===== src/rtl/core/tcw_pkg.sv =====
`timescale 1ns / 1ps
// tcw_pkg: shared geometry constants, request/response/command types and codes
// for the text console writer. No dependencies.
package tcw_pkg;

   // Screen geometry
   localparam int COLUMNS    = 80;
   localparam int ROWS       = 25;
   localparam int TAB_WIDTH  = 8;
   localparam int CELL_COUNT = ROWS * COLUMNS;

   // Field widths fixed by the interface
   localparam int FUNC_W = 2;
   localparam int CHAR_W = 8;
   localparam int ATTR_W = 8;
   localparam int IDX_W  = 11;
   localparam int POS_W  = 11;
   localparam int CELL_W = 16;

   // Derived internal widths
   localparam int COL_W    = $clog2(COLUMNS);
   localparam int ROW_W    = $clog2(ROWS);
   localparam int ADDR_W   = $clog2(CELL_COUNT);
   localparam int PHASE_W  = $clog2(TAB_WIDTH);
   localparam int TABSUM_W = $clog2(COLUMNS + TAB_WIDTH);

   // index / COLUMNS as (index * RECIP_MUL) >> RECIP_SHIFT; exact for any
   // index below 2**IDX_W while COLUMNS stays at or below 512
   localparam int RECIP_SHIFT = IDX_W + 9;
   localparam int RECIP_MUL   = (2 ** RECIP_SHIFT + COLUMNS - 1) / COLUMNS;

   // Command queue depth
   localparam int QDEPTH = 2;
   localparam int QPTR_W = $clog2(QDEPTH);
   localparam int QCNT_W = $clog2(QDEPTH + 1);

   // Request function codes
   localparam logic [FUNC_W-1:0] FUNC_PUT   = 2'd0;
   localparam logic [FUNC_W-1:0] FUNC_CLEAR = 2'd1;
   localparam logic [FUNC_W-1:0] FUNC_READ  = 2'd2;

   // Character codes
   localparam logic [CHAR_W-1:0] CH_BS    = 8'h08;
   localparam logic [CHAR_W-1:0] CH_TAB   = 8'h09;
   localparam logic [CHAR_W-1:0] CH_LF    = 8'h0A;
   localparam logic [CHAR_W-1:0] CH_CR    = 8'h0D;
   localparam logic [CHAR_W-1:0] CH_SPACE = 8'h20;

   localparam logic [ATTR_W-1:0] ATTR_RESET = 8'h0F;

   // Decoded operation codes passed from front end to back end
   localparam int OP_W = 3;
   localparam logic [OP_W-1:0] OP_NOP   = 3'd0;
   localparam logic [OP_W-1:0] OP_PRINT = 3'd1;
   localparam logic [OP_W-1:0] OP_BS    = 3'd2;
   localparam logic [OP_W-1:0] OP_TAB   = 3'd3;
   localparam logic [OP_W-1:0] OP_CR    = 3'd4;
   localparam logic [OP_W-1:0] OP_LF    = 3'd5;
   localparam logic [OP_W-1:0] OP_CLEAR = 3'd6;
   localparam logic [OP_W-1:0] OP_READ  = 3'd7;

   typedef struct packed {
      logic [FUNC_W-1:0] func;
      logic [CHAR_W-1:0] char_code;
      logic [IDX_W-1:0]  cell_index;
   } req_type;

   typedef struct packed {
      logic [POS_W-1:0]  cursor_pos;
      logic [CELL_W-1:0] cell_value;
   } rsp_type;

   typedef struct packed {
      logic [OP_W-1:0]   op;
      logic [CHAR_W-1:0] char_code;
      logic [IDX_W-1:0]  cell_index;
   } cmd_type;

endpackage


===== src/rtl/core/tcw_queue.sv =====
`timescale 1ns / 1ps
// tcw_queue: short command FIFO between front end and back end.
// Depends on tcw_pkg.
module tcw_queue (
   input  logic             clock,
   input  logic             reset,
   input  logic             push,
   input  tcw_pkg::cmd_type push_cmd,
   output logic             full,
   input  logic             pop,
   output logic             pop_valid,
   output tcw_pkg::cmd_type pop_cmd
);

   localparam int QPTR_W = tcw_pkg::QPTR_W;
   localparam int QCNT_W = tcw_pkg::QCNT_W;

   tcw_pkg::cmd_type  slot_ff [tcw_pkg::QDEPTH];
   logic [QPTR_W-1:0] wr_ptr_ff, wr_ptr_in;
   logic [QPTR_W-1:0] rd_ptr_ff, rd_ptr_in;
   logic [QCNT_W-1:0] count_ff, count_in;
   logic              do_push, do_pop;

   assign full      = count_ff == QCNT_W'(tcw_pkg::QDEPTH);
   assign pop_valid = count_ff != '0;
   assign pop_cmd   = slot_ff[rd_ptr_ff];
   assign do_push   = push && !full;
   assign do_pop    = pop && pop_valid;

   always_comb begin
      wr_ptr_in = wr_ptr_ff;
      rd_ptr_in = rd_ptr_ff;
      count_in  = count_ff;
      if (do_push) begin
         wr_ptr_in = (wr_ptr_ff == QPTR_W'(tcw_pkg::QDEPTH - 1)) ? '0 : wr_ptr_ff + 1'b1;
      end
      if (do_pop) begin
         rd_ptr_in = (rd_ptr_ff == QPTR_W'(tcw_pkg::QDEPTH - 1)) ? '0 : rd_ptr_ff + 1'b1;
      end
      if (do_push && !do_pop) begin
         count_in = count_ff + 1'b1;
      end else if (do_pop && !do_push) begin
         count_in = count_ff - 1'b1;
      end
   end

   always_ff @(posedge clock) begin
      if (reset) begin
         wr_ptr_ff <= '0;
         rd_ptr_ff <= '0;
         count_ff  <= '0;
      end else begin
         wr_ptr_ff <= wr_ptr_in;
         rd_ptr_ff <= rd_ptr_in;
         count_ff  <= count_in;
      end
   end

   always_ff @(posedge clock) begin
      if (do_push) begin
         slot_ff[wr_ptr_ff] <= push_cmd;
      end
   end

endmodule


===== config.mk =====
export PLATFORM = sky130hd
export DESIGN_NAME = tcw_queue
export DESIGN_NICKNAME = d
export VERILOG_FILES = /design/src/rtl/core/tcw_pkg.sv /design/src/rtl/core/tcw_queue.sv
export SDC_FILE = /design/constraint.sdc
export NUM_CORES = 1
export LEC_CHECK = 0
export BUFFER_PORTS_ARGS = -buffer_cell sky130_fd_sc_hd__buf_2
export CAP_MARGIN = 20
export CORE_MARGIN = 8
export CORE_UTILIZATION = 25
export DETAILED_ROUTE_END_ITERATION = 10
export GPL_TIMING_DRIVEN = 0
export SLEW_MARGIN = 20
export SYNTH_ARGS = -nofsm -noshare
export SYNTH_HDL_FRONTEND = slang
export SYNTH_SLANG_ARGS = --single-unit

===== constraint.sdc =====
create_clock -name clock -period 2.4 [get_ports clock]
set_input_delay 0.24 -clock clock [delete_from_list [all_inputs] [get_ports clock]]
set_output_delay 0.24 -clock clock [all_outputs]
set_load 0.02 [all_outputs]

==> impl_results.md <==
* Drt total wl at ~3300 µm
* Final slew viol count at 0
* Post-Synth Adder-Cell Area at 0.006954
* Gate Count Post-Synth at 93
* Multi-input gate area in the final layout at 361.6 µm²
* Clock transition at the registers of the reported paths at about 80 ps
* Register area at roughly 1400 µm²
* Post-Place Cells at 241
* Antenna violations before repair at 0
* CTS Buf Count at 5
* Clock sink count at 49
* Synth Area in Compound Gates at 0.01391
* Pin count of the biggest net entering global routing at 23
* Mapped Nets at between 100 and 150
* CP Data Arrival Time at about 1800 ps
* Clk pwr share at 0.236
* Cell Area, Placed at 2168 µm²
* Power density cells at 1062 nW/µm²
* Worst hold margin at approximately 130 ps
* Chip Height at 100.8 µm
* Via count at roughly 950
* Initial drt markers at 42
* Global-route wire length before repair at about 5300 µm
* # Post-CTS Setup Buffers at 0
* Gpl congestion at approximately 0.64
* Vias in the first global route at between 1000 and 1500
* TNS Setup at 0 ps
* Period utilization at 0.7867
* Combinational share of power at 0.300
* Worst Setup End Kind: flip-flop
* Mean Syn Cell Area at a little under 20 µm²
* Resized cells post-CTS at 0
* F_max at between 500 and 600 MHz
* CTS H-Tree Depth at 2
* N_diodes at 0
* CTS tree: done
* Endpoints failing setup at 0
* CP required at 2330 ps
* Root Driver: clkbuf_8
* I/O pin total at 50
* Layout Cells excl Fill at 249
* Mapped Area at 1799 µm²
* Core Rows at 31
* Global Route Usage Sum at 0.06844
* DRT antenna net count at 0
* X dimension of the die at 100.8 µm
* Hold Buf Count CTS at 0
* Xor and xnor area share after synthesis at 0.01460
* Clk_lat worst skew at 300 ps
* Worst Setup Start Kind: flip-flop
* RSZ-0062 raised after global routing: false
* Pleak at about 0.85 nW
* Maximum vdd drop at roughly 0.52 mV
* Fillers at 720
* Proportion of layout cells with a drive suffix above 1 at 0.5533
* Max Cap Viol at 0
* Status: finished, final reports clean
* CP Class: reg -> reg
* Switching Fraction at 0.3074
* Seq pwr share at 0.464
* Final hold violations at 0
* Final core utilization at 0.3212
* Core box area at a little over 7000 µm²
* Largest family of logic cells by synthesized area: multiplexers
* DRT Pass-1 Iters at 4
* Distinct cell type count after synthesis at 14
* Post-layout min period at between 1500 and 2000 ps
* Slew at the pin closest to its max-slew limit at 900.7 ps
* Post-synthesis sequential area ratio at 0.7900
* Die ar. at between 10000 and 15000 µm²
* Synth Register Bits at just under 50
* Layout Skew at between 3 and 4 ps
* Post-Synth Simple-Gate Area at 0.02712
* Yosys Warn Count at 0
* Pint at between 0.0015 and 0.002 W
* Nets at ~180
* Vias/cell at 3.831
* Total grt overflow at 0
* Clk buf depth at 2
* DPL Wire Length at about 2400 µm
* Multiplexer share of the synthesized area at 0.1377
* Initial Util at 0.2535
* Residual DRC count at 0
* Buffers on Ports at 49
* Switch Pwr at between 0.0007 and 0.0008 W
* Drt wl/cell at about 13 µm
* Max-slew headroom at 0.3989
* Crit-path max FO at 22
* Worst hold path class: in -> reg
* Area Growth Syn to Fin at 26.70%
* Final instance area at approximately 2300 µm²
-- worst max-delay path: stages, from the launching register on --
cell,delay [ps]
dfxtp_1,340
nor2b_2,170
or3_1,330
inv_1,670
-- sequential cells by signal (all words and copies together) (netlist names), named ones only --
| signal | count |
|---|---|
| count_ff | 2 |
| rd_ptr_ff | 1 |
| slot_ff | 44 |
| wr_ptr_ff | 1 |
-- routing by layer --
layer | share of wire | wire, µm | global-route usage | vias up
met2 | 0.49 | 1634 | 0.1131 | 38
met3 | 0.10 | 340 | 0.03729 | 5
li1 | - | - | - | 463
met5 | 0 | 0 | 0 | -
met4 | 0.012 | 40 | 0.02093 | 0
met1 | 0.39 | 1305 | 0.07299 | 448
-- path summary, 6_finish.rpt --
kind                                           endpoint                startpoint  depth (start not counted)  slack, ps
worst max-delay path            slot_ff[0][6]$_DFFE_PP_  count_ff[1]$_SDFFE_PP0P_                          3        510
worst max register to register  slot_ff[0][6]$_DFFE_PP_  count_ff[1]$_SDFFE_PP0P_                          3        510
worst min register to register   wr_ptr_ff$_SDFFE_PP0N_    wr_ptr_ff$_SDFFE_PP0N_                          2        520
worst min-delay path            slot_ff[0][3]$_DFFE_PP_               push_cmd[3]                          1        130
-- cell families after synthesis --
| logic type | after synthesis |
|---|---|
| flops | 49 |
| mux | 22 |
| simple gates | 9 |
| compound gates | 5 |
| buf+inv | 4 |
| xor+xnor | 3 |
| fa+ha+maj | 1 |
-- cells in the final DEF, fill, tap and decap left out, types with 2 or more instances in the layout --
cell      Yosys  final
mux2_2       22     22
a21oi_1       2      2
o21ai_0       3      3
buf_2         2     51
inv_1         2      2
nor2_1        4      4
edfxtp_1     44     44
clkbuf_8      0      5
dfxtp_1       5      5
xor2_1        3      3
or3_1         2      2
-- final cells by class --
| cell class | instances | area share |
|---|---|---|
| buffer | 2 | 0.004391 |
| clock buffer | 5 | 0.03019 |
| clock inverter | 3 | 0.01811 |
| inverter | 2 | 0.003293 |
| multi-input combinational | 40 | 0.1586 |
| sequential | 49 | 0.6235 |
| tap | 99 | 0.05434 |
| timing repair buffer | 49 | 0.1076 |
-- power by group through the flow --
| stage | Clock (W) | Combinational [W] | Sequential (W) |
|---|---|---|---|
| after floorplan | 0 | 0.000516 | 0.00113 |
| after global placement | 0 | 0.000740 | 0.00114 |
| after detailed placement | 0 | 0.000748 | 0.00115 |
| after CTS | 0.000588 | 0.000752 | 0.00113 |
| after global routing | 0.000622 | 0.000803 | 0.00114 |
| final | 0.000572 | 0.000726 | 0.00112 |
-- metrics by stage --
stage,setup slack [ps],total power [W]
global placement,476.8,0.001880
CTS,422.1,0.002466
finish,511.9,0.002422
global route,380.0,0.002562
detailed placement,437.4,0.001894
floorplan,730.9,0.001646
-- synth_stat cells --
cell type | n | area share
ha_1 | 1 | 0.0070
edfxtp_1 | 44 | 0.73
a21oi_1 | 2 | 0.0056
dfxtp_1 | 5 | 0.056
o21ai_0 | 3 | 0.0083
inv_1 | 2 | 0.0042
buf_2 | 2 | 0.0056
and2_1 | 1 | 0.0035
or3_1 | 2 | 0.0070
nor2b_2 | 1 | 0.0049
xor2_1 | 3 | 0.015
nor2_1 | 4 | 0.0083
mux2_2 | 22 | 0.14
or2_2 | 1 | 0.0035
Power figures use the tool's default switching activity.
