===== config.mk =====
export PLATFORM = sky130hd
export DESIGN_NAME = tcw_front
export DESIGN_NICKNAME = d
export VERILOG_FILES = /design/src/rtl/core/tcw_pkg.sv /design/src/rtl/core/tcw_front.sv
export SDC_FILE = /design/constraint.sdc
export NUM_CORES = 1
export LEC_CHECK = 0
export ABC_AREA = 1
export CAP_MARGIN = 20
export CORE_AREA = 3 3 40 42
export DETAILED_ROUTE_END_ITERATION = 10
export DIE_AREA = 0 0 43 45
export DONT_BUFFER_PORTS = 1
export PLACE_DENSITY = 0.38
export SYNTH_ARGS = -nofsm -noshare
export SYNTH_HDL_FRONTEND = slang
export SYNTH_SLANG_ARGS = --single-unit

===== constraint.sdc =====
create_clock -name vclk -period 0.9
set_clock_uncertainty 0.05 [all_clocks]
set_input_delay 0.045 -clock vclk [all_inputs]
set_output_delay 0.045 -clock vclk [all_outputs]
set_load 0.05 [all_outputs]

===== src/rtl/core/tcw_pkg.sv =====
`timescale 1ns / 1ps
// tcw_pkg: shared geometry constants, request/response/command types and codes
// for the text console writer. No dependencies.
package tcw_pkg;

   // Screen geometry
   localparam int COLUMNS    = 80;
   localparam int ROWS       = 25;
   localparam int TAB_WIDTH  = 8;
   localparam int CELL_COUNT = ROWS * COLUMNS;

   // Field widths fixed by the interface
   localparam int FUNC_W = 2;
   localparam int CHAR_W = 8;
   localparam int ATTR_W = 8;
   localparam int IDX_W  = 11;
   localparam int POS_W  = 11;
   localparam int CELL_W = 16;

   // Derived internal widths
   localparam int COL_W    = $clog2(COLUMNS);
   localparam int ROW_W    = $clog2(ROWS);
   localparam int ADDR_W   = $clog2(CELL_COUNT);
   localparam int PHASE_W  = $clog2(TAB_WIDTH);
   localparam int TABSUM_W = $clog2(COLUMNS + TAB_WIDTH);

   // index / COLUMNS as (index * RECIP_MUL) >> RECIP_SHIFT; exact for any
   // index below 2**IDX_W while COLUMNS stays at or below 512
   localparam int RECIP_SHIFT = IDX_W + 9;
   localparam int RECIP_MUL   = (2 ** RECIP_SHIFT + COLUMNS - 1) / COLUMNS;

   // Command queue depth
   localparam int QDEPTH = 2;
   localparam int QPTR_W = $clog2(QDEPTH);
   localparam int QCNT_W = $clog2(QDEPTH + 1);

   // Request function codes
   localparam logic [FUNC_W-1:0] FUNC_PUT   = 2'd0;
   localparam logic [FUNC_W-1:0] FUNC_CLEAR = 2'd1;
   localparam logic [FUNC_W-1:0] FUNC_READ  = 2'd2;

   // Character codes
   localparam logic [CHAR_W-1:0] CH_BS    = 8'h08;
   localparam logic [CHAR_W-1:0] CH_TAB   = 8'h09;
   localparam logic [CHAR_W-1:0] CH_LF    = 8'h0A;
   localparam logic [CHAR_W-1:0] CH_CR    = 8'h0D;
   localparam logic [CHAR_W-1:0] CH_SPACE = 8'h20;

   localparam logic [ATTR_W-1:0] ATTR_RESET = 8'h0F;

   // Decoded operation codes passed from front end to back end
   localparam int OP_W = 3;
   localparam logic [OP_W-1:0] OP_NOP   = 3'd0;
   localparam logic [OP_W-1:0] OP_PRINT = 3'd1;
   localparam logic [OP_W-1:0] OP_BS    = 3'd2;
   localparam logic [OP_W-1:0] OP_TAB   = 3'd3;
   localparam logic [OP_W-1:0] OP_CR    = 3'd4;
   localparam logic [OP_W-1:0] OP_LF    = 3'd5;
   localparam logic [OP_W-1:0] OP_CLEAR = 3'd6;
   localparam logic [OP_W-1:0] OP_READ  = 3'd7;

   typedef struct packed {
      logic [FUNC_W-1:0] func;
      logic [CHAR_W-1:0] char_code;
      logic [IDX_W-1:0]  cell_index;
   } req_type;

   typedef struct packed {
      logic [POS_W-1:0]  cursor_pos;
      logic [CELL_W-1:0] cell_value;
   } rsp_type;

   typedef struct packed {
      logic [OP_W-1:0]   op;
      logic [CHAR_W-1:0] char_code;
      logic [IDX_W-1:0]  cell_index;
   } cmd_type;

endpackage


===== src/rtl/core/tcw_front.sv =====
`timescale 1ns / 1ps
// tcw_front: accepts requests and decodes them into back-end commands.
// Depends on tcw_pkg.
module tcw_front (
   input  logic             req_valid,
   output logic             req_stall,
   input  tcw_pkg::req_type req_data,
   input  logic             q_full,
   output logic             q_push,
   output tcw_pkg::cmd_type q_cmd
);

   logic in_range;

   assign in_range  = 32'(req_data.cell_index) < tcw_pkg::CELL_COUNT;
   assign req_stall = q_full;
   assign q_push    = req_valid && !q_full;

   always_comb begin
      q_cmd.char_code  = req_data.char_code;
      q_cmd.cell_index = req_data.cell_index;
      q_cmd.op         = tcw_pkg::OP_NOP;
      unique case (req_data.func)
         tcw_pkg::FUNC_PUT: begin
            priority if (req_data.char_code == tcw_pkg::CH_BS)       q_cmd.op = tcw_pkg::OP_BS;
            else if (req_data.char_code == tcw_pkg::CH_TAB)          q_cmd.op = tcw_pkg::OP_TAB;
            else if (req_data.char_code == tcw_pkg::CH_CR)           q_cmd.op = tcw_pkg::OP_CR;
            else if (req_data.char_code == tcw_pkg::CH_LF)           q_cmd.op = tcw_pkg::OP_LF;
            else if (req_data.char_code >= tcw_pkg::CH_SPACE)        q_cmd.op = tcw_pkg::OP_PRINT;
            else                                                     q_cmd.op = tcw_pkg::OP_NOP;
         end
         tcw_pkg::FUNC_CLEAR: q_cmd.op = tcw_pkg::OP_CLEAR;
         // out-of-range reads just report the cursor with a zero value
         tcw_pkg::FUNC_READ:  q_cmd.op = in_range ? tcw_pkg::OP_READ : tcw_pkg::OP_NOP;
         default:             q_cmd.op = tcw_pkg::OP_NOP;
      endcase
   end

endmodule


==> impl_metrics.toml, run 1 <==
[run_status]
status = "finished, final reports clean"

[power_and_ir_drop]
p_leak_nw = 0.1554
power_density_nw_per_um2 = 552.1
ir_drop_uv = 134.5
report.power.total_w = 0.0001665

[global_routing]
grt_max_degree = 6
antenna_found_initial = 0
grt_use_total_pct = 4.726
grt_pass1_wl_um = 752
grt_pass1_vias = 209
overflow = 0

[die]
die_y_um = 45
die-width_um = 43
dieArea_um2 = 1935
design.portCount = 47
core_um2 = 1285
start_util_pct = 27.36
fp-row-count = 13

[critical_path]
startpoint_type = "input port"
crit_arrival_ns = 0.70
cp_cell_sequence = "inv_1, nand2_2, nor2_4, nand2_1, o21ai_1, nand2_1, nand2_2, buf_12"
end_kind = "output pin"
crit_start = "req_data[15]"
worst-path-max-fanout = 3
cpPeakStageDelay_ns = 0.13
cp_num_buf_inv = 2
crit_type = "input port to output pin"
slowest_stage = "buf_12"
path_delay_family = "simple AND/OR/NAND/NOR gates"
cp.required_ns = 0.81

[timing]
relSlewSlack_pct = 88.46
tightest_slew_ns = 0.1725
timing.fmax_mhz = 1256
period_minus_slack_ns = 0.7960
final.setup.tns_ns = 0
rsz0062_at_grt = "no"
fin_ws_ns = 0.1040
hold_viol = 0
slew_violations = 0
setup_viol = 0
finalCritPeriodShare_pct = 88.45

[placed_design]
io_buffers = 0
placed_cell_area_um2 = 287.8
hpwl_um = 549.7
gp_congestion = 0.7310
pre_cts_slack_ns = 0.08349
post-place-cells = 64

[logic_synthesis]
netlist_area_um2 = 351.6
ys_warn_count = 0
synth_cells = 65
synth.distinct_cells = 13
syn_nets = 88
synth_xor_area_share_pct = 0
synthMuxAreaShare_pct = 0
synthSimpleGateAreaFrac_pct = 41.99
syn_avg_cell_area_um2 = 5.409
synthAdderAreaFrac_pct = 0
synth-compound-area-share_pct = 5.694
synth-seq-area-share_pct = 0
synth_top_family_by_area = "buffers and inverters"

[route]
firstDrtPassIters = 1
drcViolationCount = 0
dr.first_iter.drc_count = 0
via_per_inst = 4.109
vias = 263
finalWirelength_um = 587
wl_per_cell_um = 9.172
antenna_left = 0

[cells_and_area]
fin_area_um2 = 301.5
layout-drive-gt1-share_pct = 28.57
seq_cell_count = 0
regArea_um2 = 0
antenna_cells = 0
nets = 74
nFillCells = 144
stdcell_count = 64
clkbuf_count = 0
syn_to_final_growth_pct = -14.23
multiInputGateArea_um2 = 181.4

[clock_network]
post-cts-setup-buffer-count = 0
hold_buffers = 0

[run]
maxCapViolations = 0

[min_path]
hold_path_class = "input port to output pin"
min_from = "req_data[2]"
cell families (layout without fill, tap and decap cells):
| kind of cell | after synthesis | count (layout) |
|---|---|---|
| simple gates | 33 | 33 |
| compound gates | 3 | 3 |
| buf+inv | 29 | 13 |
path summary, 6_finish.rpt:
kind                    end  slack, ns  depth (start not counted)
setup / recovery  q_cmd[21]       0.10                          8
hold / removal     q_cmd[2]       0.04                          0
where the power goes:
part | leakage (nW) | switching (W) | internal [W]
clock network | 0 | 0 | 0
registers | 0 | 0 | 0
logic | 0.155 | 0.0000949 | 0.0000716
cells in the final DEF, fill, tap and decap left out:
cell	count
nand2_4	1
nand4_1	1
o21ai_1	1
nand2_2	5
a21boi_2	1
buf_12	3
nor2_4	1
nand3_1	3
inv_2	2
nor2_1	9
buf_4	1
inv_1	7
nand2_1	13
o21a_1	1
cell usage after synthesis:
| master | number | area [um2] |
|---|---|---|
| a21boi_1 | 1 | 7.510 |
| o21a_1 | 1 | 7.510 |
| nand3_1 | 3 | 15.01 |
| nor2_1 | 9 | 33.78 |
| nor2_4 | 1 | 11.26 |
| nand2_2 | 1 | 6.260 |
| nand2_4 | 1 | 11.26 |
| nand4_1 | 1 | 6.260 |
| inv_2 | 2 | 7.510 |
| o21ai_1 | 1 | 5.000 |
| inv_1 | 7 | 26.28 |
| nand2_1 | 17 | 63.81 |
| buf_4 | 20 | 150.1 |
through the flow:
stage | utilization, % | hold WS [ns]
after CTS | 22.40 | 0.04037
after detailed placement | 22.40 | 0.04037
after global routing | 23.47 | 0.04005
final | 23.47 | 0.04002
after global placement | 22.40 | 0.04037
after floorplan | - | 0.2071
timing repair:
| action | 4_1_cts | 5_1_grt |
|---|---|---|
| endpoints found under the setup margin | 0 | 3 |
| endpoints found under the hold margin | 0 | 0 |
| gates resized for setup | 0 | 5 |
per-layer routing:
| layer | share of wire [%] | wire length, um | GRT usage (%) | vias to the layer above |
|---|---|---|---|---|
| met2 | 52 | 303 | 8.683 | 16 |
| li1 | - | - | - | 143 |
| met1 | 34 | 198 | 5.952 | 104 |
| met4 | 0 | 0 | 0.6024 | 0 |
| met5 | 0 | 0 | 0 | - |
| met3 | 14 | 85 | 0.7968 | 0 |
area by class of cell:
class / instances / area share, %
Inverter: 9 / 11.20
Multi-Input combinational cell: 36 / 60.17
Tap cell: 15 / 6.224
Timing Repair Buffer: 4 / 22.41
Power figures use the tool's default switching activity.
==> run 2, diff against run 1 <==
==> constraint.sdc (replaced) <==
create_clock -name vclk -period 0.9
set_clock_uncertainty 0.05 [all_clocks]
set_input_delay 0.045 -clock vclk [all_inputs]
set_output_delay 0.045 -clock vclk [all_outputs]
set_load 0.005 [all_outputs]
==> impl_metrics.toml, run 2 (same netlist as run 1, synthesis figures left out) <==
[die]
core_um2 = 1285
fp-row-count = 13
start_util_pct = 27.36
die-width_um = 43
die_y_um = 45
dieArea_um2 = 1935
design.portCount = 47

[cells_and_area]
syn_to_final_growth_pct = -37.37
nFillCells = 153
layout-drive-gt1-share_pct = 11.11
regArea_um2 = 0
antenna_cells = 0
clkbuf_count = 0
final_common_cell = "nand2_1"
final_cell_mix = "17 x nand2_1, 9 x nor2_1, 7 x inv_1"
nets = 70
seq_cell_count = 0

[clock_network]
cts_resized = 0
post-cts-setup-buffer-count = 0
hold_buffers = 0

[critical_path]
cp-endpoint = "q_cmd[19]"
cp_num_buf_inv = 1
cp_cell_sequence = "inv_1, nand2_2, nor2_4, nand2_1, nand3_1, nand2_1, nand2_1"
crit_cells = 7
crit_start = "req_data[15]"
critical_path.most_common_cell = "nand2_1"
path_delay_family = "simple AND/OR/NAND/NOR gates"
slowest_stage = "nor2_4"
worst-path-max-fanout = 3
startpoint_type = "input port"
crit_type = "input port to output pin"
end_kind = "output pin"
cpPeakStageDelay_ns = 0.09
crit_arrival_ns = 0.56
cp.required_ns = 0.81

[route]
via_per_inst = 4.050
dr.first_iter.drc_count = 11
wl_per_cell_um = 10.03
finalWirelength_um = 602
vias = 243
firstDrtPassIters = 4
antenna_left = 0
drcViolationCount = 0

[global_routing]
overflow = 0
grt_max_degree = 6
antenna_found_initial = 0
grt_pass1_wl_um = 793
grt_pass1_vias = 206
grt_use_total_pct = 5.058

[power_and_ir_drop]
ir_drop_uv = 49.38
power_density_nw_per_um2 = 274.6
report.power.total_w = 0.00006047
p_leak_nw = 0.1220

[placed_design]
io_buffers = 0
gp_congestion = 0.7579
hpwl_um = 550.8

[timing]
setup_viol = 0
timing.fmax_mhz = 1525
tightest_slew_ns = 0.1718
relSlewSlack_pct = 88.50
slew_violations = 0
finalCritPeriodShare_pct = 72.87
hold_viol = 0
period_minus_slack_ns = 0.6558
final.setup.tns_ns = 0
rsz0062_at_grt = "no"

[min_path]
hold_path_class = "input port to output pin"

[run]
maxCapViolations = 0

[run_status]
status = "finished, final reports clean"
==> run 2: cell type report <==
| class | count | area (um2) | area share [%] |
|---|---|---|---|
| multi-input combinational | 36 | 167.7 | 76.14 |
| tap | 15 | 18.77 | 8.523 |
| inverter | 9 | 33.78 | 15.34 |
==> run 2: per-layer routing <==
layer	vias up	wire (um)	track usage [%]
met4	0	0	0.6024
met5	-	0	0
met2	16	289	8.982
li1	134	-	-
met3	0	92	1.594
met1	93	220	6.190
==> run 2: report_power, final <==
part	switching [W]	total, W	internal [W]
logic	0.0000371	0.0000605	0.0000234
registers	0	0	0
clock network	0	0	0
==> run 2: per-stage QoR <==
stage                     utilization (%)  instances  setup WS [ns]  hold WS (ns)  cell area [um2]
after floorplan                         -         65         0.3112       0.07110            351.6
after CTS                           17.14         60         0.2377       0.04005            220.2
final                               17.14         60         0.2442       0.04000            220.2
after detailed placement            17.14         60         0.2404       0.04005            220.2
after global placement              17.14         60         0.2151       0.04005            220.2
after global routing                17.14         60         0.1366       0.04001            220.2
==> run 2: how the worst min path moves through the flow <==
stage                endpoint  cells after the start  slack [ns]          from
floorplan              q_push                      1        0.07        q_full
global placement     q_cmd[7]                      0        0.04   req_data[7]
detailed placement   q_cmd[8]                      0        0.04   req_data[8]
CTS                  q_cmd[8]                      0        0.04   req_data[8]
global route        q_cmd[12]                      0        0.04  req_data[12]
finish               q_cmd[2]                      0        0.04   req_data[2]
==> run 3, diff against run 2 <==
==> constraint.sdc (replaced) <==
create_clock -name vclk -period 0.8
set_clock_uncertainty 0.05 [all_clocks]
set_input_delay 0.04 -clock vclk [all_inputs]
set_output_delay 0.04 -clock vclk [all_outputs]
set_load 0.005 [all_outputs]
==> impl_metrics.toml, run 3 (same netlist as run 1, synthesis figures left out) <==
[cells_and_area]
clkbuf_count = 0
antenna_cells = 0
regArea_um2 = 0
nets = 70
syn_to_final_growth_pct = -37.37
layout-drive-gt1-share_pct = 11.11
fin_area_um2 = 220.2
fin_util_pct = 17.14
seq_cell_count = 0
final_common_cell = "nand2_1"
final_cell_mix = "17 x nand2_1, 9 x nor2_1, 7 x inv_1"

[power_and_ir_drop]
p_leak_nw = 0.1220
power_density_nw_per_um2 = 308.6
ir_drop_uv = 48.18
report.power.total_w = 0.00006795

[global_routing]
grt_pass1_wl_um = 821
grt_max_degree = 6
grt_use_total_pct = 5.307
overflow = 0
antenna_found_initial = 0
grt_pass1_vias = 198

[clock_network]
hold_buffers = 0
post-cts-setup-buffer-count = 0
cts_resized = 0

[timing]
finalCritPeriodShare_pct = 81.78
rsz0062_at_grt = "no"
tightest_slew_ns = 0.1688
period_minus_slack_ns = 0.6543
slew_violations = 0
final.setup.tns_ns = 0
timing.fmax_mhz = 1528
hold_viol = 0
setup_viol = 0
relSlewSlack_pct = 88.71
fin_ws_ns = 0.1457

[critical_path]
crit_type = "input port to output pin"
worst-path-max-fanout = 3
startpoint_type = "input port"
crit_arrival_ns = 0.56
end_kind = "output pin"
cp.required_ns = 0.71

[placed_design]
io_buffers = 0
gp_congestion = 0.7201
pre_cts_slack_ns = 0.1362
hpwl_um = 561.6
placed_cell_area_um2 = 220.2

[route]
via_per_inst = 4.217
antenna_left = 0
finalWirelength_um = 598
vias = 253
drcViolationCount = 0
dr.first_iter.drc_count = 1
firstDrtPassIters = 2
wl_per_cell_um = 9.967

[die]
die-width_um = 43
die_y_um = 45
start_util_pct = 27.36
fp-row-count = 13
design.portCount = 47
core_um2 = 1285
dieArea_um2 = 1935

[run]
maxCapViolations = 0

[run_status]
status = "finished, final reports clean"

[min_path]
hold_path_class = "input port to output pin"
run 3: critical path: stages:
cell	delay, ns
inv_1	0.07
nand2_2	0.07
nor2_4	0.10
nand2_1	0.07
o21ai_1	0.08
nand2_1	0.06
nand2_1	0.08
run 3: metal layers:
layer | GRT usage, % | vias to the layer above | part of all wire (%)
met5 | 0 | - | 0
met2 | 9.581 | 17 | 51
met3 | 1.594 | 0 | 15
li1 | - | 134 | -
met1 | 6.429 | 102 | 34
met4 | 0.6024 | 0 | 0
run 3: area by class of cell:
type                            count  area (um2)
Multi-Input combinational cell     36       167.7
Inverter                            9       33.78
Tap cell                           15       18.77
Fill cell                         154        1065
run 3: per-stage QoR:
stage | hold WS (ns) | instances
after global routing | 0.03001 | 60
after detailed placement | 0.03005 | 60
final | 0.03000 | 60
after floorplan | 0.06110 | 65
after CTS | 0.03005 | 60
after global placement | 0.03005 | 60
run 3: power breakdown:
| part | internal [W] | switching, W | leakage (nW) |
|---|---|---|---|
| Clock | 0 | 0 | 0 |
| Sequential | 0 | 0 | 0 |
| Combinational | 0.0000263 | 0.0000416 | 0.122 |
run 3: path summary, 6_finish.rpt:
kind | startpoint | to | cells past startpoint
worst min-delay path | req_data[2] | q_cmd[2] | 0
worst max-delay path | req_data[15] | q_cmd[21] | 7
